[src/sv/ipv4_prefix_block_table_core_assert.svh]
// ----------------------------------------------------------------------------
// ipv4_prefix_block_table_core assertion macros
// Clocked, reset-qualified property wrappers for the prefix table checks.
// ----------------------------------------------------------------------------
`ifndef IPV4_PREFIX_BLOCK_TABLE_CORE_ASSERT_SVH
`define IPV4_PREFIX_BLOCK_TABLE_CORE_ASSERT_SVH

// Same-cycle implication
`define IPBT_ASSERT_NOW(lbl, ante, cons, msg) \
    lbl: assert property (@(posedge i_clk) disable iff (!i_rst_n) (ante) |-> (cons)) \
        else $error(msg);

// Next-cycle implication
`define IPBT_ASSERT_NEXT(lbl, ante, cons, msg) \
    lbl: assert property (@(posedge i_clk) disable iff (!i_rst_n) (ante) |=> (cons)) \
        else $error(msg);

`endif

[src/sv/ipbt_pkg.sv]
// ----------------------------------------------------------------------------
// ipbt_pkg
// Shared types, codes and helpers for the IPv4 prefix block table.
// ----------------------------------------------------------------------------
`default_nettype none

package ipbt_pkg;

    // Operation codes; code 3 is unused and does nothing
    typedef enum logic [1:0] {
        OP_LOOKUP = 2'd0,
        OP_ADD    = 2'd1,
        OP_REMOVE = 2'd2
    } t_op;

    // Result status codes
    localparam logic [1:0] ST_OK        = 2'd0;
    localparam logic [1:0] ST_FULL      = 2'd1;
    localparam logic [1:0] ST_NOT_FOUND = 2'd2;

    // Prefix length of an exact address
    localparam logic [5:0] LEN_EXACT = 6'd32;

    // Command held stable for the whole pass down the chain
    typedef struct packed {
        t_op         op;
        logic [31:0] addr;
        logic [31:0] net;   // address normalised by the clamped length
        logic [5:0]  len;   // clamped length
    } t_cmd;

    // Token handed from cell to cell
    typedef struct packed {
        logic active;
        logic hit;      // lookup matched
        logic present;  // identical entry already held
        logic claimed;  // free slot taken by this add
        logic found;    // exact entry removed
    } t_tok;

    // End-of-pass broadcast to all cells
    typedef struct packed {
        logic commit;   // pass finished: drop tentative marks
        logic cancel;   // duplicate seen: undo the tentative write
    } t_ctrl;

    // Mask of a prefix: ones in the top len bits
    function automatic logic [31:0] length_mask(input logic [5:0] len);
        logic [5:0] sh;
        sh = LEN_EXACT - len;
        if (len == 6'd0) begin
            length_mask = 32'h0;
        end else if (len >= LEN_EXACT) begin
            length_mask = 32'hFFFF_FFFF;
        end else begin
            length_mask = 32'hFFFF_FFFF << sh[4:0];
        end
    endfunction

endpackage

`default_nettype wire

[src/sv/ipbt_cell.sv]
// ----------------------------------------------------------------------------
// ipbt_cell
// One table slot: holds a prefix and processes the command token as it passes.
// ----------------------------------------------------------------------------
`default_nettype none

module ipbt_cell
    import ipbt_pkg::*;
(
    input  wire logic  i_clk,
    input  wire logic  i_rst_n,
    input  wire t_cmd  i_cmd,
    input  wire t_ctrl i_ctrl,
    input  wire t_tok  i_tok,
    output t_tok       o_tok
);

    logic [31:0] r_net;
    logic [5:0]  r_len;
    logic        r_valid;
    logic        r_pending;
    t_tok        r_tok;

    logic        n_valid;
    logic        n_pending;
    t_tok        n_tok;
    logic        w_write;

    // Slot behaviour while the token sits at this cell
    always_comb begin
        n_tok     = i_tok;
        n_valid   = r_valid;
        n_pending = r_pending;
        w_write   = 1'b0;
        if (i_tok.active) begin
            unique case (i_cmd.op)
                OP_LOOKUP: begin
                    if (r_valid && ((i_cmd.addr & length_mask(r_len)) == r_net)) begin
                        n_tok.hit = 1'b1;
                    end
                end
                OP_ADD: begin
                    if (r_valid) begin
                        if (r_net == i_cmd.net && r_len == i_cmd.len) begin
                            n_tok.present = 1'b1;
                        end
                    end else if (!i_tok.claimed) begin
                        // lowest free slot: write now, undone later on a duplicate
                        w_write       = 1'b1;
                        n_valid       = 1'b1;
                        n_pending     = 1'b1;
                        n_tok.claimed = 1'b1;
                    end
                end
                OP_REMOVE: begin
                    if (r_valid && r_len == LEN_EXACT && r_net == i_cmd.addr) begin
                        n_valid     = 1'b0;
                        n_tok.found = 1'b1;
                    end
                end
                default: begin
                end
            endcase
        end
        // end of pass
        if (i_ctrl.commit) begin
            n_pending = 1'b0;
            if (i_ctrl.cancel && r_pending) begin
                n_valid = 1'b0;
            end
        end
    end

    // Control state
    always_ff @(posedge i_clk) begin
        if (!i_rst_n) begin
            r_valid   <= 1'b0;
            r_pending <= 1'b0;
            r_tok     <= '0;
        end else begin
            r_valid   <= n_valid;
            r_pending <= n_pending;
            r_tok     <= n_tok;
        end
    end

    // Slot payload
    always_ff @(posedge i_clk) begin
        if (w_write) begin
            r_net <= i_cmd.net;
            r_len <= i_cmd.len;
        end
    end

    assign o_tok = r_tok;

endmodule

`default_nettype wire

[config.mk]
export PLATFORM = sky130hd
export DESIGN_NAME = ipbt_cell
export DESIGN_NICKNAME = d
export VERILOG_FILES = /design/src/sv/ipv4_prefix_block_table_core_assert.svh /design/src/sv/ipbt_pkg.sv /design/src/sv/ipbt_cell.sv
export SDC_FILE = /design/constraint.sdc
export NUM_CORES = 1
export LEC_CHECK = 0
export ABC_AREA = 1
export BUFFER_PORTS_ARGS = -buffer_cell sky130_fd_sc_hd__buf_2
export CORE_AREA = 2 2 114 116
export DETAILED_ROUTE_END_ITERATION = 10
export DIE_AREA = 0 0 116 118
export PLACE_DENSITY = 0.62
export SLEW_MARGIN = 20
export SYNTH_ARGS = -nofsm -noshare
export SYNTH_HDL_FRONTEND = slang
export SYNTH_SLANG_ARGS = --single-unit
[constraint.sdc]
create_clock -name i_clk -period 3 [get_ports i_clk]
set_clock_uncertainty 0.1 [all_clocks]
set_input_delay 0.3 -clock i_clk [delete_from_list [all_inputs] [get_ports i_clk]]
set_output_delay 0.3 -clock i_clk [all_outputs]
set_load 0.1 [all_outputs]
== Word level (Yosys, flattened, before mapping) ==
Index checks and enable logic that the tools add are counted.
Storage, ports and cells
  flip-flop bits (word level): 45
  bits of input ports: 81
  output and inout port bits: 5
Operators by class
  $add $sub $neg: 1
  $lt $le $gt $ge: 1
  equality and inequality tests: 7
  shifts and indexed selects: 1
  multiplexer cells: 23
  bitwise operators: 4
  reduce and logical (&&, ||, !) cells: 9
Operators by type and width (number)
  $mux W32: 4
  $eq A32 B32 Y1: 3
  $and A32 B32 Y32: 1
  $shl A32 B5 Y32 const A: 1
  $mux W1: 16
  $eq A6 B6 Y1: 1
  $eq A6 B6 Y1 const B: 1
  $ge A6 B6 Y1 const B: 1
  $logic_not A6 Y1: 1
  $logic_and A1 B1 Y1: 5
  $sub A1 B5 Y5 const A: 1
  $mux W4: 1
  $reduce_and A4 Y1: 1
  $not A1 Y1: 3
  $eq A2 B1 Y1 const B: 1
  $eq A2 B2 Y1 const B: 1
  $logic_not A2 Y1: 1
  $mux W2: 1
  $pmux W1 S2: 1
  $reduce_or A2 Y1: 1

== Logic depth before layout (Yosys ltp) ==
Gate-level depths: netlist of run 1.
  depth in word-level cells: 12
  mapped depth: 18
  mapped depth without buffers: 18

== Worst setup path before layout of run 1 ==
No wires, ideal clock.
  path kind: input -> register
  start: in i_cmd[71] (netlist name)
  end: reg r_len[0] (enable)
  arrival: 2299 ps
  data required time: 2465 ps
  path slack: 166 ps
  stages on the path: 6
  buffers on the path: 0
  path through: inv_1 > ha_1 > nand2_1 > inv_1 > nand2_1 > nor2_1
Between the ends
  cells in the longest elaborated chain, start to end: 3
Ends and longest elaborated chain
  start, declared: RTL line ipbt_cell.sv:12  | input wire t_cmd i_cmd,
  $eq A2 B1 Y1: RTL line ipbt_cell.sv:36  | unique case (i_cmd.op)
  $mux W1: RTL line ipbt_cell.sv:36
  $mux W1: RTL line ipbt_cell.sv:35  | if (i_tok.active) begin
  via w_write: RTL line ipbt_cell.sv:27  | logic w_write;
  end signal, assigned: RTL line ipbt_cell.sv:91  | r_len <= i_cmd.len;
  end, declared: RTL line ipbt_cell.sv:19  | logic [5:0] r_len;
The timed path passes the listed nets, and every way through them passes these cells.
A chain may end at the register's enable or synchronous reset.

== Worst setup path after layout of run 1 ==
  start: reg r_len[0]
  end: reg r_tok (netlist bit o_tok[3])
Between the ends
  cells in the longest elaborated chain, start to end: 12
Ends and longest elaborated chain
  $sub A1 B5 Y5: RTL line ipbt_pkg.sv:50  | sh = LEN_EXACT - len;
  $shl A32 B5 Y32: RTL line ipbt_pkg.sv:56  | length_mask = 32'hFFFF_FFFF << sh[4:0];
  $mux W32: RTL line ipbt_pkg.sv:53  | end else if (len >= LEN_EXACT) begin
  $mux W32 *: RTL line ipbt_pkg.sv:51  | if (len == 6'd0) begin
  $mux W32 *: RTL line ipbt_cell.sv:36
  $mux W32 *: RTL line ipbt_cell.sv:35
  $and A32 B32 Y32 *: RTL line ipbt_cell.sv:38  | if (r_valid && ((i_cmd.addr & length_mask(r_len)) == r_net)) begin
  $eq A32 B32 Y1 *: RTL line ipbt_cell.sv:38
  $logic_and A1 B1 Y1 *: RTL line ipbt_cell.sv:38
  $mux W1 *: RTL line ipbt_cell.sv:38
  $mux W1 *: RTL line ipbt_cell.sv:36
  $mux W4 *: RTL line ipbt_cell.sv:35
  end signal, assigned: RTL line ipbt_cell.sv:83  | r_tok <= n_tok;
  end, declared: RTL line ipbt_cell.sv:22  | t_tok r_tok;
Mark *: on every way between the ends. The rest lies on a longest branch, timed or not. The select of a mux whose other input is x is not followed.

==> results of run 1 <==
through the flow:
stage | instance area (µm²) | power, µW | hold WS [ns] | std cells
detailed placement | 4290 | 998 | 0.389 | 772
floorplan | 3670 | 884 | 0.279 | 518
finish | 4430 | 1530 | 0.0784 | 780
CTS | 4430 | 1550 | 0.0763 | 780
global route | 4430 | 1600 | 0.0795 | 780
global placement | 4290 | 998 | 0.381 | 772
worst max-delay path, cell delays in order, from the launching register on:
cell and delay (ns):
edfxtp_1 0.44, inv_1 0.14, ha_1 0.27, inv_1 0.07, ha_1 0.33, inv_1 0.10, nor2_1 0.20, nand2_1 0.12
nand2_1 0.10, nand3_1 0.07, nand2_1 0.09, nand3_1 0.07, nor2_1 0.12, nand2_1 0.06, nor2_1 0.09, nand2_1 0.08
a21oi_2 0.10
cell usage after synthesis (all sizes together):
| cell | n | area share (%) |
|---|---|---|
| or2 | 4 | 0.68 |
| o21ai | 7 | 0.95 |
| a31oi | 3 | 0.51 |
| nand3b | 7 | 1.4 |
| o221ai | 1 | 0.24 |
| edfxtp | 38 | 31 |
| xor2 | 19 | 4.5 |
| o2111ai | 3 | 0.72 |
| buf | 5 | 1.5 |
| nor2 | 52 | 5.6 |
| dfxtp | 7 | 3.8 |
| nand3 | 44 | 6.1 |
| nor4 | 5 | 0.85 |
| o22ai | 3 | 0.51 |
| and3 | 1 | 0.17 |
| nor3 | 7 | 0.95 |
| ha | 8 | 2.7 |
| a21oi | 5 | 1.1 |
| nand4 | 15 | 2.6 |
| inv | 83 | 8.5 |
| nand2 | 168 | 18 |
| xnor2 | 33 | 7.9 |
routing by layer:
layer	vias to the layer above	wire length [µm]	global-route usage [%]
li1	1827	-	-
met1	1560	4990	21.4
met2	79	4900	27.3
met3	11	536	3.50
met4	0	199	4.54
met5	-	0	0
area by class of cell:
type,count,area share (%)
flip-flops and latches,45,28.9
well taps,172,4.86
clock buffers,5,2.82
multi-input cells,385,45.8
inverters,83,7.03
clock inverters,3,0.395
repair buffers,87,10.2
registers in the layout, indices dropped and copies added, names as in the netlist:
register and cells:
r_len 6, r_net 32, r_pending 1, o_tok 5, r_valid 1
worst min-delay path by stage:
stage | depth (start not counted) | start | slack, ns | end
after floorplan | 1 | i_ctrl[1] | 0.28 | r_pending
after global routing | 2 | i_ctrl[1] | 0.08 | r_pending
after global placement | 2 | r_pending | 0.38 | r_pending
final | 2 | i_ctrl[1] | 0.08 | r_pending
after CTS | 2 | i_ctrl[1] | 0.08 | r_pending
after detailed placement | 2 | i_ctrl[1] | 0.39 | r_pending
kinds of logic after synthesis:
logic type | after synthesis | share of synthesized area, %
buffers and inverters | 88 | 10.0
AND/OR/NAND/NOR | 303 | 35.9
XOR/XNOR | 52 | 12.4
flip-flops | 45 | 34.9
adder cells (fa/ha/maj) | 8 | 2.73
AO/OA/AOI/OAI | 22 | 4.02
power breakdown:
group	internal, µW	switching (µW)
clock	306	240
combinational	111	164
sequential	694	14.8
==> metrics, run 1 <==
status finished clean; Slew Viols, Final 0; Fin. Hold Viols 0; GRT overflow 0; Worst setup endpoint o_tok[3]; total core area 12400 µm²; worst vdd ir 208 µV; Worst Path Arrival 2.73 ns; commonest non-fill, non-tap cells in the layout 163 x nand2_1, 85 x buf_2, 82 x inv_1, 49 x nor2_1, 43 x nand3_1; Worst Max-Slew Pin Slew 0.644 ns; Worst-path clk slew 0.06 ns; largest driver fanout on the critical path 5; die height 118 µm; CP endpoint kind flip-flop; vias in the first global route 3529; FF+latch area 1280 µm²; clock root cell clkbuf_16; remaining antenna violation count 0; Synth Cell Area 3670 µm²; Hold Buf Count CTS 0; chip width 116 µm; Post-CTS Setup Bufs 0; Fill cells 1395; FF+latch count, synth 45; vias per inst 4.46; DR WL/cell 13.6 µm; final setup margin 0.403 ns; number of detailed-route iterations in the first pass 4; syn_area_per_cell 7.08 µm²; Cell variety after synth 29; vias 3477; crit share post-route 86.6%; sequential-to-total area share from yosys stat 34.9%; CTS Buffer Depth 2; ant diodes 0; RSZ-0062 raised after global routing no; drt total wl 10.6 mm; Post-Syn Nets 607; Core Util, Final 35.7%; IO Count 86; largest net degree at the start of global routing 23; Die ar. 13700 µm²; Worst-Skew Late Latency 0.29 ns; worst r2r src r_len[0]; commonest non-fill, non-tap cell in the layout nand2_1; initial antenna violation count 0; CP startpoint kind flip-flop; Initial Utilization 29.6%; layout overhead on the synthesized area 20.8%; Lkg Pwr 0.00215 µW; worst r2r dst o_tok[3]; start point of the critical path r_len[0]; H-tree levels 2; min Tclk post-route 2.60 ns; Yosys warnings 0; Detail Placement HPWL 8.89 mm; layout cell share with drive strength beyond 1 18.1%; multi-input logic area 2030 µm²; Pwr Density 345 nW/µm²; kind of critical path reg2reg; total global-route track usage 16.4%; CTS tree yes; Fmax 385 MHz; Final setup viols 0; Clock Sinks 45; reg-to-reg slack, setup 0.40 ns; Synth Instances 518; Nets 696; max_cap viols 0; Residual DRC 0; first-pass GRT wire length 17.4 mm; Num CTS Buffers 5; Hold WC Path Type in2reg; Final Wtd Congestion 0.906; # port buffers 85; Rows 41; Place WS 0.416 ns; Post-CTS Resized 0; final setup TNS 0 ns; reg2reg path depth 16; Slew HR 56.7%; Crit path required time 3.13 ns; 1st-iter DRT viols 202
(Power assumes the default switching activity.)
==> inputs of run 2 (changes only) <==
--- a/config.mk
+++ b/config.mk
@@ -8,6 +8,7 @@
 export ABC_AREA = 1
 export BUFFER_PORTS_ARGS = -buffer_cell sky130_fd_sc_hd__buf_2
 export CORE_AREA = 2 2 114 116
+export CTS_BUF_LIST = sky130_fd_sc_hd__clkbuf_8
 export DETAILED_ROUTE_END_ITERATION = 10
 export DIE_AREA = 0 0 116 118
 export PLACE_DENSITY = 0.62
==> constraint.sdc (replaced) <==
create_clock -name i_clk -period 2.2 [get_ports i_clk]
set_clock_uncertainty 0.1 [all_clocks]
set_input_delay 0.22 -clock i_clk [delete_from_list [all_inputs] [get_ports i_clk]]
set_output_delay 0.22 -clock i_clk [all_outputs]
set_load 0.1 [all_outputs]
==> metrics, run 2 (synthesis results as in run 1) <==
Rows 41; Non-Filler Instances 825; vias in the first global route 3535; multi-input logic area 2110 µm²; Inst Count DP 786; Hold WC Path Type in2reg; largest driver fanout on the critical path 7; Worst Path Arrival 2.33 ns; final setup margin 0.0401 ns; Fmax 463 MHz; final hold slack 0.00777 ns; Lkg Pwr 0.00235 µW; Nets 741; Initial Utilization 29.6%; Slew HR 67.6%; RSZ-0062 raised after global routing yes; layout overhead on the synthesized area 33.4%; Residual DRC 0; share of total power in sequential cells 49.3%; worst vdd ir 189 µV; Fin. Hold Viols 0; chip width 116 µm; ant diodes 0; Slew Viols, Final 0; reg-to-reg slack, setup 0.04 ns; clock share of power 28.6%; Worst-path clk slew 0.10 ns; max FFs per register 32; FF+latch area 1280 µm²; Worst Max-Slew Pin Slew 0.489 ns; commonest non-fill, non-tap cell in the layout nand2_1; drt total wl 11.3 mm; CP endpoint kind flip-flop; commonest non-fill, non-tap cells in the layout 159 x nand2_1, 85 x buf_2, 79 x inv_1, 45 x nor2_1, 42 x nand3_1; total core area 12400 µm²; Sw Share 30.0%; remaining antenna violation count 0; largest net degree at the start of global routing 25; first-pass GRT wire length 17.6 mm; sw power 588 µW; status finished clean; Num CTS Buffers 5; vias 3733; Fill cells 1337; 1st-iter DRT viols 211; CP startpoint kind flip-flop; Crit path required time 2.37 ns; min Tclk post-route 2.16 ns; kind of critical path reg2reg; layout cell share with drive strength beyond 1 21.7%; initial antenna violation count 0; clock root cell clkbuf_8; internal power 1370 µW; Place WS -0.133 ns; number of detailed-route iterations in the first pass 5; Worst-Skew Late Latency 0.32 ns; max_cap viols 0; Clock Sinks 45; Final setup viols 0; Core Util, Final 39.4%; Biggest register r_net; Area after DPL 4400 µm²; crit share post-route 98.2%; IO Count 86; DR WL/cell 13.7 µm; die height 118 µm; Detail Placement HPWL 9.11 mm; H-tree levels 2; total global-route track usage 16.6%; # port buffers 85; GRT overflow 0; CTS tree yes; Pwr Density 400 nW/µm²; final instance area 4890 µm²; vias per inst 4.52; CTS Buffer Depth 2; Final Wtd Congestion 0.892; Die ar. 13700 µm²; combinational cell fraction of total power 22.1%
==> run 2: power by group through the flow <==
stage / clock network [µW] / registers, µW / logic, µW
after global placement: 0 / 984 / 383
after detailed placement: 0 / 985 / 383
after global routing: 611 / 968 / 481
after CTS: 582 / 965 / 422
final: 561 / 965 / 432
after floorplan: 0 / 1020 / 188
==> run 2: layout make-up <==
class	count	share of cell area (%)
Multi-Input combinational cell	385	43.1
Sequential cell	45	26.2
Timing Repair Buffer	132	18.0
Inverter	83	6.37
Tap cell	172	4.40
Clock buffer	5	1.41
Clock inverter	3	0.511
==> run 2: per-layer routing <==
metal  up-vias  track usage, %  routed length (µm)
met2       114            27.7                5200
li1       1920               -                   -
met5         -               0                   0
met4         0            4.32                 238
met1      1681            21.7                5080
met3        18            3.40                 751
==> run 2: stage by stage <==
step / setup TNS, ns / power [µW]
after floorplan: 0 / 1210
after global placement: -0.0761 / 1370
after detailed placement: -0.133 / 1370
after CTS: 0 / 1970
after global routing: -0.191 / 2060
final: 0 / 1960
==> run 2: repair_timing <==
item                                    in CTS  in global routing
endpoints found under the setup margin       1                  3
gates resized for setup                      7                 13
hold buffers                                25                  3
endpoints found under the hold margin       25                  3
buffers inserted                             0                  2
gates cloned                                 0                  1
pin swaps                                    0                  3
==> run 2: path summary, 6_finish.rpt <==
kind,from,end,cells after the start
worst min-delay path,i_cmd[9],r_net[3],1
worst min register to register,r_pending,r_pending,2
worst max register to register,r_len[1],o_tok[3],18
worst max-delay path,r_len[1],o_tok[3],18
==> run 2: worst max-delay path: stages (launching register included) <==
cell and delay (ns):
edfxtp_1 0.42, inv_2 0.10, ha_4 0.13, buf_6 0.12, nand2_4 0.07, nand2_4 0.07, nand2_2 0.06, nor2_4 0.17
buf_12 0.15, nand2_2 0.07, nand3_1 0.07, nand2_1 0.05, inv_1 0.06, nand2_1 0.04, nor2_1 0.10, nand2_1 0.06
nor2_1 0.10, nand2_1 0.08, a21oi_2 0.10
==> inputs of run 3 (changes only) <==
--- a/config.mk
+++ b/config.mk
@@ -11,7 +11,7 @@
 export CTS_BUF_LIST = sky130_fd_sc_hd__clkbuf_8
 export DETAILED_ROUTE_END_ITERATION = 10
 export DIE_AREA = 0 0 116 118
-export PLACE_DENSITY = 0.62
+export PLACE_DENSITY = 0.6
 export SLEW_MARGIN = 20
 export SYNTH_ARGS = -nofsm -noshare
 export SYNTH_HDL_FRONTEND = slang
==> constraint.sdc (replaced) <==
create_clock -name i_clk -period 2.4 [get_ports i_clk]
set_clock_uncertainty 0.1 [all_clocks]
set_input_delay 0.24 -clock i_clk [delete_from_list [all_inputs] [get_ports i_clk]]
set_output_delay 0.24 -clock i_clk [all_outputs]
set_load 0.1 [all_outputs]
==> metrics, run 3 (synthesis results as in run 1) <==
status finished clean; Residual DRC 0; Non-Filler Instances 794; crit-path cells inv_2 -> ha_4 -> buf_6 -> nand2_2 -> nand2_2 -> nand2_2 -> nor2_4 -> buf_12 -> nand2_1 -> nand3_1 -> nand2_1 -> inv_1 -> nand2_1 -> nor2_1 -> nand2_1 -> nor2_1 -> nand2_1 -> a21oi_2; crit-path leading delay family simple AND/OR/NAND/NOR gates; CP startpoint kind flip-flop; max_cap viols 0; number of detailed-route iterations in the first pass 4; worst r2r dst o_tok[3]; Num CTS Buffers 5; Fmax 439 MHz; Slew Viols, Final 0; H-tree levels 2; final instance area 4570 µm²; Slew HR 63.7%; multi-input logic area 2090 µm²; IO Count 86; Worst-path clk slew 0.10 ns; Worst Path Arrival 2.43 ns; Worst Max-Slew Pin Slew 0.540 ns; Crit path required time 2.56 ns; hold path endpoint r_net[1]; min Tclk post-route 2.28 ns; initial antenna violation count 0; DR WL/cell 14.3 µm; 1st-iter DRT viols 227; final setup margin 0.123 ns; commonest non-fill, non-tap cell in the layout nand2_1; Clock Sinks 45; drt total wl 11.4 mm; CP endpoint kind flip-flop; Inst Count DP 778; final setup TNS 0 ns; CTS Buffer Depth 2; CTS tree yes; largest driver fanout on the critical path 7; Fin. Hold Viols 0; Detail Placement HPWL 9.33 mm; crit-path max cell delay 0.42 ns; kind of critical path reg2reg; total core area 12400 µm²; Lkg Pwr 0.00221 µW; layout overhead on the synthesized area 24.5%; Hold Path Stages 1; Final setup viols 0; Area after DPL 4320 µm²; Die ar. 13700 µm²; Final Wtd Congestion 0.910; commonest non-fill, non-tap cells in the layout 158 x nand2_1, 85 x buf_2, 79 x inv_1, 45 x nor2_1, 42 x nand3_1; first-pass GRT wire length 18.3 mm; vias in the first global route 3678; Rows 41; reg2reg path depth 18; Fill cells 1360; die height 118 µm; Hold WC Path Type in2reg; # port buffers 85; Pwr Density 378 nW/µm²; crit path buf inv count 4; critical path's most frequent cell nand2_1; Initial Utilization 29.6%; Slowest-stage cell, CP edfxtp_1; remaining antenna violation count 0; FF+latch area 1280 µm²; vias per inst 4.61; GRT overflow 0; vias 3657; layout cell share with drive strength beyond 1 22.2%; Place WS -0.0589 ns; worst vdd ir 239 µV; HP Start i_cmd[7]; clock root cell clkbuf_8; reg-to-reg slack, setup 0.12 ns; worst r2r src r_len[0]; chip width 116 µm; ant diodes 0; max FFs per register 32; total global-route track usage 17.1%; Biggest register r_net; crit share post-route 94.9%; largest net degree at the start of global routing 25; Nets 710; Worst-Skew Late Latency 0.31 ns
[run 3: worst reg2reg max path: stages (launching register included)]
cell and delay (ns):
edfxtp_1 0.42, inv_2 0.12, ha_4 0.15, buf_6 0.11, nand2_2 0.08, nand2_2 0.09
nand2_2 0.07, nor2_4 0.18, buf_12 0.15, nand2_1 0.10, nand3_1 0.09, nand2_1 0.05
inv_1 0.05, nand2_1 0.04, nor2_1 0.08, nand2_1 0.06, nor2_1 0.09, nand2_1 0.08
a21oi_2 0.10
[run 3: how the worst max path moves through the flow]
stage / startpoint / end / slack (ns) / cells past startpoint
2_1_floorplan: r_len[0] / o_tok[3] / 0.17 / 17
3_3_place_gp: r_len[0] / o_tok[3] / 0.04 / 16
3_5_place_dp: r_len[0] / o_tok[3] / -0.06 / 16
4_1_cts: r_len[0] / o_tok[3] / 0.02 / 17
5_1_grt: r_len[0] / o_tok[3] / -0.03 / 18
6_report: r_len[0] / o_tok[3] / 0.12 / 18
[run 3: cell type report]
type / count / share of cell area [%]
multi-input combinational: 385 / 45.7
clock inverter: 3 / 0.383
inverter: 83 / 6.82
sequential: 45 / 28.0
clock buffer: 5 / 1.51
tap: 172 / 4.71
timing repair buffer: 101 / 12.8
[run 3: stage by stage]
| step | hold slack, ns | utilization, % | total power, µW |
|---|---|---|---|
| after floorplan | 0.219 | - | 1100 |
| after global placement | 0.326 | 34.8 | 1250 |
| after detailed placement | 0.334 | 34.8 | 1250 |
| after CTS | 0.0126 | 35.7 | 1740 |
| after global routing | 0.0114 | 36.8 | 1820 |
| final | 0.0193 | 36.8 | 1730 |
[run 3: metal layers]
metal | share of wire (%) | GRT usage, % | vias up
met5 | 0 | 0 | -
met4 | 2.9 | 5.80 | 0
met3 | 4.0 | 2.78 | 18
met2 | 47 | 28.1 | 102
met1 | 46 | 22.5 | 1685
li1 | - | - | 1852
[run 3: power breakdown]
| group | total, µW | switching, µW | internal [µW] | leakage (µW) |
|---|---|---|---|---|
| logic | 362 | 214 | 148 | 0.00176 |
| clock network | 480 | 278 | 202 | 0.0000455 |
| registers | 885 | 18.3 | 867 | 0.000403 |
[run 3: repair_timing]
item,4_1_cts,5_1_grt
pin swaps,0,3
setup buffers,0,6
cloned,0,1
resized for setup,2,18
hold buffers,1,0
endpoints found under the setup margin,1,1
hold endpoints to repair,1,0
